===== src/rtl/qtw_pkg.sv =====
`timescale 1ns / 1ps
// ----------------------------------------------------------------------------
// qtw_pkg: shared types and constants of the quadtree node index walk
// Config register indices, controller command and datapath status words.
// ----------------------------------------------------------------------------
package qtw_pkg;

    localparam int CFG_IDX_W = 3;
    localparam int CFG_DATA_W = 16;

    localparam logic [CFG_IDX_W-1:0] CFG_ROOT_LEVEL1 = 3'd0;
    localparam logic [CFG_IDX_W-1:0] CFG_ROOT_LEVEL2 = 3'd1;
    localparam logic [CFG_IDX_W-1:0] CFG_ROOT_LEVEL3 = 3'd2;
    localparam logic [CFG_IDX_W-1:0] CFG_ROOT_L4_WEST = 3'd3;
    localparam logic [CFG_IDX_W-1:0] CFG_ROOT_L4_EAST = 3'd4;

    localparam int LEVEL_W = 5;
    localparam int LAT_W = 16;
    localparam int LNG_W = 17;
    localparam int FIELD_W = 16;

    // controller -> datapath
    typedef struct packed {
        logic capture;     // input word accepted this cycle
        logic res_direct;  // result comes from level 1..3 roots or invalid level
        logic res_root;    // result is the level-4 root
        logic res_child;   // result is the child selected this cycle
        logic walk_start;  // read table at level-4 root
        logic walk_step;   // read table at selected child
        logic push;        // move pending result to output register
    } cmd_t;

    // datapath -> controller
    typedef struct packed {
        logic direct;       // level 0, 1..3 or above max
        logic root_final;   // level 4 or level-4 root absent
        logic child_final;  // last level reached or child absent
        logic out_free;     // output register empty or drained this cycle
    } status_t;

endpackage


===== src/rtl/qtw_ctrl.sv =====
`timescale 1ns / 1ps
// ----------------------------------------------------------------------------
// qtw_ctrl: walk sequencer
// Accepts words, steps the tree walk one level per cycle, hands off results.
// ----------------------------------------------------------------------------
module qtw_ctrl (
    input  logic             aclk,
    input  logic             aresetn,
    input  logic             s_valid,
    input  logic             s_mode,
    output logic             s_ready,
    input  qtw_pkg::status_t status,
    output qtw_pkg::cmd_t    cmd
);

    localparam logic [1:0] ST_IDLE = 2'd0;
    localparam logic [1:0] ST_DECODE = 2'd1;
    localparam logic [1:0] ST_WALK = 2'd2;
    localparam logic [1:0] ST_DONE = 2'd3;

    logic [1:0] state_reg;
    logic [1:0] state_next;

    always_comb begin
        state_next = state_reg;
        cmd = '0;
        s_ready = 1'b0;
        case (state_reg)
            ST_IDLE: begin
                s_ready = 1'b1;
                if (s_valid) begin
                    cmd.capture = 1'b1;
                    if (s_mode) begin
                        state_next = ST_DECODE;
                    end
                end
            end
            ST_DECODE: begin
                if (status.direct) begin
                    cmd.res_direct = 1'b1;
                    state_next = ST_DONE;
                end else if (status.root_final) begin
                    cmd.res_root = 1'b1;
                    state_next = ST_DONE;
                end else begin
                    cmd.walk_start = 1'b1;
                    state_next = ST_WALK;
                end
            end
            ST_WALK: begin
                if (status.child_final) begin
                    cmd.res_child = 1'b1;
                    state_next = ST_DONE;
                end else begin
                    cmd.walk_step = 1'b1;
                end
            end
            ST_DONE: begin
                if (status.out_free) begin
                    cmd.push = 1'b1;
                    state_next = ST_IDLE;
                end
            end
            default: begin
                state_next = ST_IDLE;
            end
        endcase
    end

    always_ff @(posedge aclk) begin
        if (!aresetn) begin
            state_reg <= ST_IDLE;
        end else begin
            state_reg <= state_next;
        end
    end

endmodule


===== config.mk =====
export PLATFORM = sky130hd
export DESIGN_NAME = qtw_ctrl
export DESIGN_NICKNAME = d
export VERILOG_FILES = /design/src/rtl/qtw_pkg.sv /design/src/rtl/qtw_ctrl.sv
export SDC_FILE = /design/constraint.sdc
export NUM_CORES = 1
export LEC_CHECK = 0
export ABC_AREA = 1
export BUFFER_PORTS_ARGS = -buffer_cell sky130_fd_sc_hd__buf_4
export CAP_MARGIN = 40
export CORE_AREA = 2 2 39 41
export DETAILED_ROUTE_END_ITERATION = 8
export DIE_AREA = 0 0 41 43
export HOLD_SLACK_MARGIN = 0.06
export SYNTH_ARGS = -nofsm -noshare
export SYNTH_HDL_FRONTEND = slang
export SYNTH_SLANG_ARGS = --single-unit

===== constraint.sdc =====
create_clock -name aclk -period 1.7 [get_ports aclk]
set_input_delay 0.085 -clock aclk [delete_from_list [all_inputs] [get_ports aclk]]
set_output_delay 0.085 -clock aclk [all_outputs]
set_load 0.02 [all_outputs]

After elaboration in Yosys (flattened, before gate mapping)
Cells that the tools add are included.
- register bits after elaboration: 2
- input port bits: 8
- eq/ne operators: 7
- mux-type cells: 23
- reduce and logical (&&, ||, !) cells: 2
- operators by type and width (cell ; number):
    $mux W1 ; 16
    $mux W2 ; 6
    $ne A2 B2 Y1 const B ; 4
    $pmux W2 S4 ; 1
    $eq A2 B2 Y1 const B ; 2
    $reduce_and A4 Y1 ; 1
    $eq A2 B1 Y1 const B ; 1
    $logic_not A2 Y1 ; 1

Depth between registers and ports, before layout
Gate-level depths: netlist of the first run.
- depth after elaboration: 3
- mapped depth: 8

Worst setup path before layout of the first run
No wires, ideal clock.
- kind: flip-flop to flip-flop
- from: register state_reg[0]
- to: register state_reg[1]
- library setup time: 0.119 ns
- arrival time: 1.106 ns
- slack: 0.475 ns
- stages on the path, launching flop included: 7
- period minus slack after synthesis: 1.225 ns
- path through: dfxtp_1 inv_1 ha_1 nand2_2 nand3_1 o21ai_1 a21oi_1
- cells in the longest elaborated chain, start to end: 3
- elaborated cells on any way between the ends: 10
- RTL lines (element ; line ; source):
    start, declared ; qtw_ctrl.sv:21 ; logic [1:0] state_reg;
    start signal, assigned ; qtw_ctrl.sv:74 ; state_reg <= state_next;
    $eq A2 B2 Y1 / $logic_not A2 Y1 (equally long branches) ; qtw_ctrl.sv:28 ; case (state_reg)
    $ne A2 B2 Y1 (no source line) ; n/a ;
    $reduce_and A4 Y1 (no source line) ; n/a ;
Parallel ways exist; a longest one is shown, timed or not.
A chain may end at the register's enable or synchronous reset.

==> results of run 1 <==
## stage by stage
step / setup slack [ns] / cell area (µm²) / hold WS [ns] / utilization (%) / power (mW)
5_1_grt: 0.267 / 405 / 0.122 / 29.3 / 0.734
3_5_place_dp: 0.433 / 383 / 0.341 / 27.7 / 0.561
4_1_cts: 0.348 / 405 / 0.106 / 29.3 / 0.674
6_report: 0.359 / 405 / 0.113 / 29.3 / 0.661
3_3_place_gp: 0.480 / 383 / 0.343 / 27.7 / 0.550
2_1_floorplan: 0.475 / 250 / 0.207 / - / 0.419
## cell usage after synthesis
master    instances
o21ai_1           2
nand2_1           7
a21oi_1           1
ha_1              4
nand3_1           1
o21bai_1          1
inv_1            10
inv_2             1
nor2_1            1
dfxtp_1           2
nand2_2           4
a21oi_2           1
nor3b_1           1
nand3_2           2
## worst min path at each step
stage	startpoint	to
final	aresetn	state_reg[0]
after global routing	aresetn	state_reg[0]
after CTS	aresetn	state_reg[0]
after detailed placement	aresetn	state_reg[0]
after global placement	aresetn	state_reg[0]
after floorplan	aresetn	state_reg[0]
## worst max-delay path, stage by stage (launching register included)
cell and delay [ns]:
dfxtp_1 0.32, inv_1 0.13, ha_1 0.21, nor3b_1 0.20
buf_4 0.17
## logic make-up (layout without fill, tap and decap cells)
logic type,after synthesis,count (layout),share of synthesized area [%]
compound gates,5,5,12.5
flops,2,2,16.0
fa+ha+maj,4,4,20.0
buf+inv,11,29,16.5
simple gates,16,16,35.0
## area by class of cell
cell class	count	area, µm²	area share [%]
multi-input cells	25	169	41.7
flip-flops and latches	2	40.0	9.88
repair buffers	15	113	27.8
inverters	11	41.3	10.2
well taps	16	20.0	4.94
clock buffers	3	22.5	5.56
## power groups by stage
stage | combinational [mW] | sequential, mW | clock [mW]
2_1_floorplan | 0.327 | 0.0918 | 0
3_3_place_gp | 0.451 | 0.0990 | 0
3_5_place_dp | 0.459 | 0.101 | 0
4_1_cts | 0.462 | 0.100 | 0.112
5_1_grt | 0.513 | 0.101 | 0.120
6_report | 0.456 | 0.0997 | 0.106
## metal layers
metal	track usage, %	vias up
met5	0	-
met4	6.00	0
met3	4.71	0
met2	14.1	7
met1	7.35	110
li1	-	149
==> impl_metrics.toml, run 1 <==
[logic_synthesis]
syn-num-nets = 50
syn_area_um2 = 250
synthCells = 38
seq_area_frac_synth_pct = 16.0
yosys_warnings = 0
synth_area_leaders = "ha_1 (20%), dfxtp_1 (16%), inv_1 (15%)"
synth_top_cell_by_area = "ha_1"
yosysUniqueCellTypes = 14
synth_top_area_share_pct = 20.0
synth_seq_cells = 2
avgSynthCellArea_um2 = 6.59

[routing]
drt-initial-drc-count = 2
firstDrtPassIters = 2
avgRoutedWirePerCell_um = 7.89
wl_met3_um = 45
top_layer_used = "met3"
via_per_inst = 3.69
dr_wl_met2_um = 311
wl_met1_um = 210
vias = 266
drc = 0
postRouteAntennaNets = 0
drt_wl_total_um = 568

[setup_path]
reg2reg_slack_ns = 0.43
end_kind = "primary output"
r2r_start = "state_reg[0]"
reg2reg_depth = 6
crit_end = "cmd[2]"
r2r-end = "state_reg[1]"
crit_type = "flip-flop to primary output"
worst_setup_path_start_kind = "flip-flop"
startpoint = "state_reg[1]"
crit_arrival_ns = 1.26
critPathRequiredTime_ns = 1.62
cp_max_fo = 4

[timing]
min_period_over_period_pct = 78.9
fin_crit_ns = 1.34
relSlewSlack_pct = 88.0
drv_slew = 0
skew_ns = 0.00367
setup_viol = 0
hold_viol = 0
max_freq_ghz = 0.746
rsz0062_at_grt = "false"
worst_pin_slew_ns = 0.180
tns_ns = 0

[global_route]
grt_pass1_wl_um = 966
track_usage_pct = 8.62
grt_antenna_before_repair = 0
grt_max_degree = 6
gr-total-overflow = 0
grt_pass1_vias = 270

[flow_run]
cap_violations = 0

[cts]
clk_pin_slew_worst_paths_ns = 0.03
htreeDepth = 1
root_buffer = "clkbuf_4"
cts.repair.resized = 0
cts_hold_buf = 0
cts_buffer_depth = 2
worst_skew_pair.late_latency_ns = 0.22
cts.sinks = 2
numCtsBuffers = 3
cts_tree = "yes"
postCtsSetupBuffers = 0

[die]
die_y_um = 43
rows = 14
io_pins = 16
dieArea_um2 = 1760
die_w_um = 41
core_area_um2 = 1380
start_util_pct = 18.1

[placement]
place_congestion = 0.674
io_buffer_count = 15
place_inst = 69
dp_hpwl_um = 471

[final_layout]
largest_reg_flops = 2
drive_above_1_share_pct = 46.4
syn2layout_area_growth_pct = 62.0
stdcell_count = 72
layout_commonest_cell = "buf_4"
fill_cells = 148
nets = 70
antenna_cells = 0
layout_common_cells = "buf_4 (15), inv_1 (10), nand2_1 (7)"

[power_and_ir_drop]
irDropWorstVdd_mv = 0.477
switching_share_pct = 47.6
p_per_area_nw_per_um2 = 1630
p_int_mw = 0.346
power.switching_mw = 0.315
leakage_nw = 0.252
p_comb_share_pct = 69.0
seq_power_share_pct = 15.1
power.share.clock_pct = 16.0

[status]
status = "finished clean"

[hold_path]
min_path_cells = 3
hold_path.class = "input port to flip-flop"
(Power assumes the default switching activity.)
==> inputs of run 2 (changes only) <==
- clock period: 1.7 -> 1.2 ns (I/O delays scaled with it)
==> run 2 against run 1 <==
  * Routed wire length rose by 4.0%
  * Clock skew grew 0.00065 ns
  * Non-clock buffer count grew 1
  * Critical path type unchanged
  * Largest power group unchanged
==> impl_metrics.toml, run 2 (synthesized netlist as in run 1, its figures left out) <==
[status]
status = "finished clean"

[timing]
tns_ns = 0
hold_viol = 0
min_period_over_period_pct = 97.8
holdWs_ns = 0.0741
drv_slew = 0
fin_crit_ns = 1.17
worst_pin_slew_ns = 0.162
setup_viol = 0
max_freq_ghz = 0.852
skew_ns = 0.00432
relSlewSlack_pct = 89.2
rsz0062_at_grt = "true"

[cts]
htreeDepth = 1
clk_pin_slew_worst_paths_ns = 0.03
worst_skew_pair.late_latency_ns = 0.23
postCtsSetupBuffers = 0
cts_tree = "yes"
cts_buffer_depth = 2
numCtsBuffers = 3
cts_hold_buf = 0
cts.sinks = 2
root_buffer = "clkbuf_4"

[die]
core_area_um2 = 1380
start_util_pct = 18.1
die_w_um = 41
dieArea_um2 = 1760
io_pins = 16
rows = 14
die_y_um = 43

[setup_path]
reg2reg_slack_ns = 0.07
worst_setup_path_start_kind = "flip-flop"
r2r_start = "state_reg[0]"
r2r-end = "state_reg[1]"
cp_max_fo = 4
crit_type = "flip-flop to primary output"
crit_arrival_ns = 1.11
reg2reg_depth = 6
critPathRequiredTime_ns = 1.14
end_kind = "primary output"

[routing]
via_per_inst = 3.95
postRouteAntennaNets = 0
drc = 0
vias = 288
avgRoutedWirePerCell_um = 8.10
drt-initial-drc-count = 1
drt_wl_total_um = 591
firstDrtPassIters = 2

[final_layout]
syn2layout_area_growth_pct = 80.0
drive_above_1_share_pct = 63.2
final_cell_area_um2 = 450
nets = 71
antenna_cells = 0
layout_common_cells = "buf_4 (14), inv_1 (9), nand2_1 (6)"
layout_commonest_cell = "buf_4"
largest_reg_flops = 2

[global_route]
gr-total-overflow = 0
grt_pass1_vias = 246
grt_pass1_wl_um = 890
grt_antenna_before_repair = 0
grt_max_degree = 5
track_usage_pct = 7.91

[flow_run]
cap_violations = 0

[hold_path]
hold_path.class = "input port to flip-flop"
min_path_cells = 3
worstHoldStart = "aresetn"
hold_path_end = "state_reg[0]"

[placement]
dp_hpwl_um = 465
place_congestion = 0.769
placed_cell_area_um2 = 393
io_buffer_count = 15

[power_and_ir_drop]
p_int_mw = 0.564
seq_power_share_pct = 13.7
leakage_nw = 0.258
p_per_area_nw_per_um2 = 2330
irDropWorstVdd_mv = 0.712
power.switching_mw = 0.487
p_comb_share_pct = 72.1
power.share.clock_pct = 14.2
switching_share_pct = 46.4
==> run 2: final cells by class <==
type | count | area [µm²]
clock buffer | 3 | 22.5
sequential | 2 | 42.5
multi-input combinational | 25 | 196
timing repair buffer | 16 | 128
fill | 158 | 933
tap | 16 | 20.0
inverter | 11 | 41.3
==> run 2: timing repair <==
| action | 4_1_cts | 5_1_grt |
|---|---|---|
| resized for setup | 5 | 6 |
| pin swaps | 0 | 3 |
| setup endpoints to repair | 4 | 6 |
==> run 2: critical path: stages, from the launching register on <==
cell	delay, ns
dfxtp_2	0.32
buf_6	0.12
ha_4	0.16
nor3b_2	0.14
buf_4	0.15
==> run 2: how the worst max path moves through the flow <==
stage / from / endpoint / slack (ns) / depth (start not counted)
2_1_floorplan: state_reg[1] / cmd[2] / 0.003 / 3
3_3_place_gp: state_reg[1] / state_reg[1] / 0.06 / 6
3_5_place_dp: state_reg[1] / state_reg[1] / 0.05 / 6
4_1_cts: state_reg[0] / cmd[2] / -0.001 / 4
5_1_grt: state_reg[1] / cmd[2] / -0.03 / 4
6_report: state_reg[0] / cmd[2] / 0.03 / 4
==> run 2: metrics by stage <==
step                util [%]  setup slack, ns  std cells  total power [mW]
floorplan                  -          0.00344         38             0.604
global placement        28.4           0.0608         70             0.808
detailed placement      28.4           0.0452         70             0.829
CTS                     31.4         -0.00147         73              1.03
global route            32.5          -0.0330         73              1.14
finish                  32.5           0.0268         73              1.05
==> run 2: per-layer routing <==
layer | vias up | global-route usage, % | part of all wire (%)
li1 | 152 | - | -
met1 | 124 | 8.60 | 38
met2 | 10 | 10.6 | 53
met3 | 2 | 4.71 | 7.4
met4 | 0 | 6.00 | 1.7
met5 | - | 0 | 0
==> run 2: power by group through the flow <==
stage	Combinational (mW)	Sequential, mW	Clock, mW
3_3_place_gp	0.677	0.131	0
2_1_floorplan	0.474	0.130	0
6_report	0.758	0.143	0.149
4_1_cts	0.733	0.134	0.158
3_5_place_dp	0.700	0.128	0
5_1_grt	0.830	0.152	0.162
==> inputs of run 3 (changes only) <==
==> constraint.sdc (replaced) <==
create_clock -name aclk -period 1.2 [get_ports aclk]
set_input_delay 0.18 -clock aclk [delete_from_list [all_inputs] [get_ports aclk]]
set_output_delay 0.18 -clock aclk [all_outputs]
set_load 0.02 [all_outputs]
==> run 3 against run 2 <==
  * The run now ends with setup timing left
  * Routed wire length decreased by 5.1%
  * Register-to-register slack worse by 0.04 ns
  * Non-clock buffer count grew 1
  * Critical path type unchanged
  * Highest routed layer is now met3
  * First-iteration DRC count is the same
  * Via count is 3.5% lower
  * Global-route usage fell by 1.5 points
  * Die area unchanged
  * Sequential power up 33%
  * Flip-flop and latch count unchanged
  * Fmax shrank 7.3%
  * Sequential share of layout area grew 0.45 points
  * Cell count grew 1.4%
==> impl_metrics.toml, run 3 (synthesized netlist as in run 1, its figures left out) <==
[status]
status = "complete, but fails checks"
violations = "setup timing"

[cts]
clk_pin_slew_worst_paths_ns = 0.03
numCtsBuffers = 3
root_buffer = "clkbuf_4"
cts.sinks = 2
cts_hold_buf = 0
worst_skew_pair.late_latency_ns = 0.22
cts_buffer_depth = 2
htreeDepth = 1
cts_tree = "yes"

[power_and_ir_drop]
leakage_nw = 0.271
irDropWorstVdd_mv = 0.645
p_per_area_nw_per_um2 = 2390
finalPower_mw = 1.15

[timing]
tns_ns = -0.242
fin_crit_ns = 1.27
rsz0062_at_grt = "true"
relSlewSlack_pct = 90.1
setup_viol = 6
min_period_over_period_pct = 105
max_freq_ghz = 0.790
skew_ns = 0.00206
worst_slack_ns = -0.0652
drv_slew = 0
worst_pin_slew_ns = 0.147
holdWs_ns = 0.195
hold_viol = 0

[setup_path]
crit_type = "flip-flop to primary output"
critPathRequiredTime_ns = 1.02
cpPeakStageDelay_ns = 0.35
crit_arrival_ns = 1.09
cp_slowest_cell = "dfxtp_4"
cp_max_fo = 4
worst_setup_path_start_kind = "flip-flop"
end_kind = "primary output"
crit_chain = "inv_6 > ha_4 > nor3b_2 > buf_4"

[die]
die_w_um = 41
io_pins = 16
rows = 14
start_util_pct = 18.1
dieArea_um2 = 1760
core_area_um2 = 1380
die_y_um = 43

[final_layout]
fill_cells = 143
layout_common_cells = "buf_4 (16), inv_1 (8), nand2_1 (7)"
final_cell_area_um2 = 480
drive_above_1_share_pct = 65.5
antenna_cells = 0
layout_commonest_cell = "buf_4"
largest_reg_flops = 2
multi_input_area_um2 = 210
nets = 72
syn2layout_area_growth_pct = 92.0
seq_area_um2 = 47.5
fin_util_pct = 34.7

[placement]
io_buffer_count = 15
place_congestion = 0.735
placed_cell_area_um2 = 390
dp_hpwl_um = 433

[routing]
firstDrtPassIters = 2
vias = 278
drt_wl_total_um = 561
drt-initial-drc-count = 1
via_per_inst = 3.76
postRouteAntennaNets = 0
drc = 0
avgRoutedWirePerCell_um = 7.58

[global_route]
grt_pass1_vias = 221
gr-total-overflow = 0
track_usage_pct = 6.41
grt_antenna_before_repair = 0
grt_max_degree = 6
grt_pass1_wl_um = 710

[hold_path]
hold_path.class = "input port to flip-flop"

[flow_run]
cap_violations = 0
-- run 3: cell count changes in the layout (fill, tap and decap cells not counted), sizes merged --
cell,change
buf,+1
-- run 3: final timing paths --
check               start      endpoint  slack [ns]  depth (start not counted)
max          state_reg[1]        cmd[2]       -0.07                          4
min reg2reg  state_reg[0]  state_reg[0]        0.53                          2
min               aresetn  state_reg[1]        0.20                          3
max reg2reg  state_reg[0]  state_reg[0]        0.03                          9
-- run 3: worst max-delay path, delay by kind of cell, from the launching register on --
kind / cells / cell delay (ns)
fa+ha+maj: 1 / 0.13
buf+inv: 2 / 0.23
simple gates: 1 / 0.15
flops: 1 / 0.35
-- run 3: per-layer routing --
metal | vias up | share of wire [%] | track usage (%)
li1 | 155 | - | -
met1 | 113 | 40 | 6.05
met2 | 10 | 52 | 9.38
met3 | 0 | 8.2 | 1.57
met4 | 0 | 0 | 8.00
met5 | - | 0 | 0
-- run 3: area by class of cell --
| type | count | area share, % |
|---|---|---|
| inverter | 11 | 10.2 |
| clock buffer | 3 | 4.69 |
| multi-input combinational | 25 | 43.8 |
| sequential | 2 | 9.90 |
| timing repair buffer | 17 | 27.3 |
| tap | 16 | 4.17 |
-- run 3: what timing repair did --
item,in CTS,in global routing
pin swaps,1,1
buffers inserted,2,0
endpoints found under the hold margin,0,0
gates resized for setup,10,6
setup endpoints to repair,8,10
-- run 3: metrics by stage --
stage                     setup slack [ns]  instances
after floorplan                     0.0641         38
after global placement              0.0316         69
after detailed placement            0.0102         69
after CTS                          -0.0745         74
after global routing                -0.114         74
final                              -0.0652         74
-- run 3: report_power, final --
part           internal (mW)  total, mW  leakage, nW  switching (mW)
sequential             0.124      0.190       0.0178          0.0664
clock                  0.110      0.145       0.0138          0.0353
combinational          0.397      0.814        0.239           0.417
total                  0.631       1.15        0.271           0.518
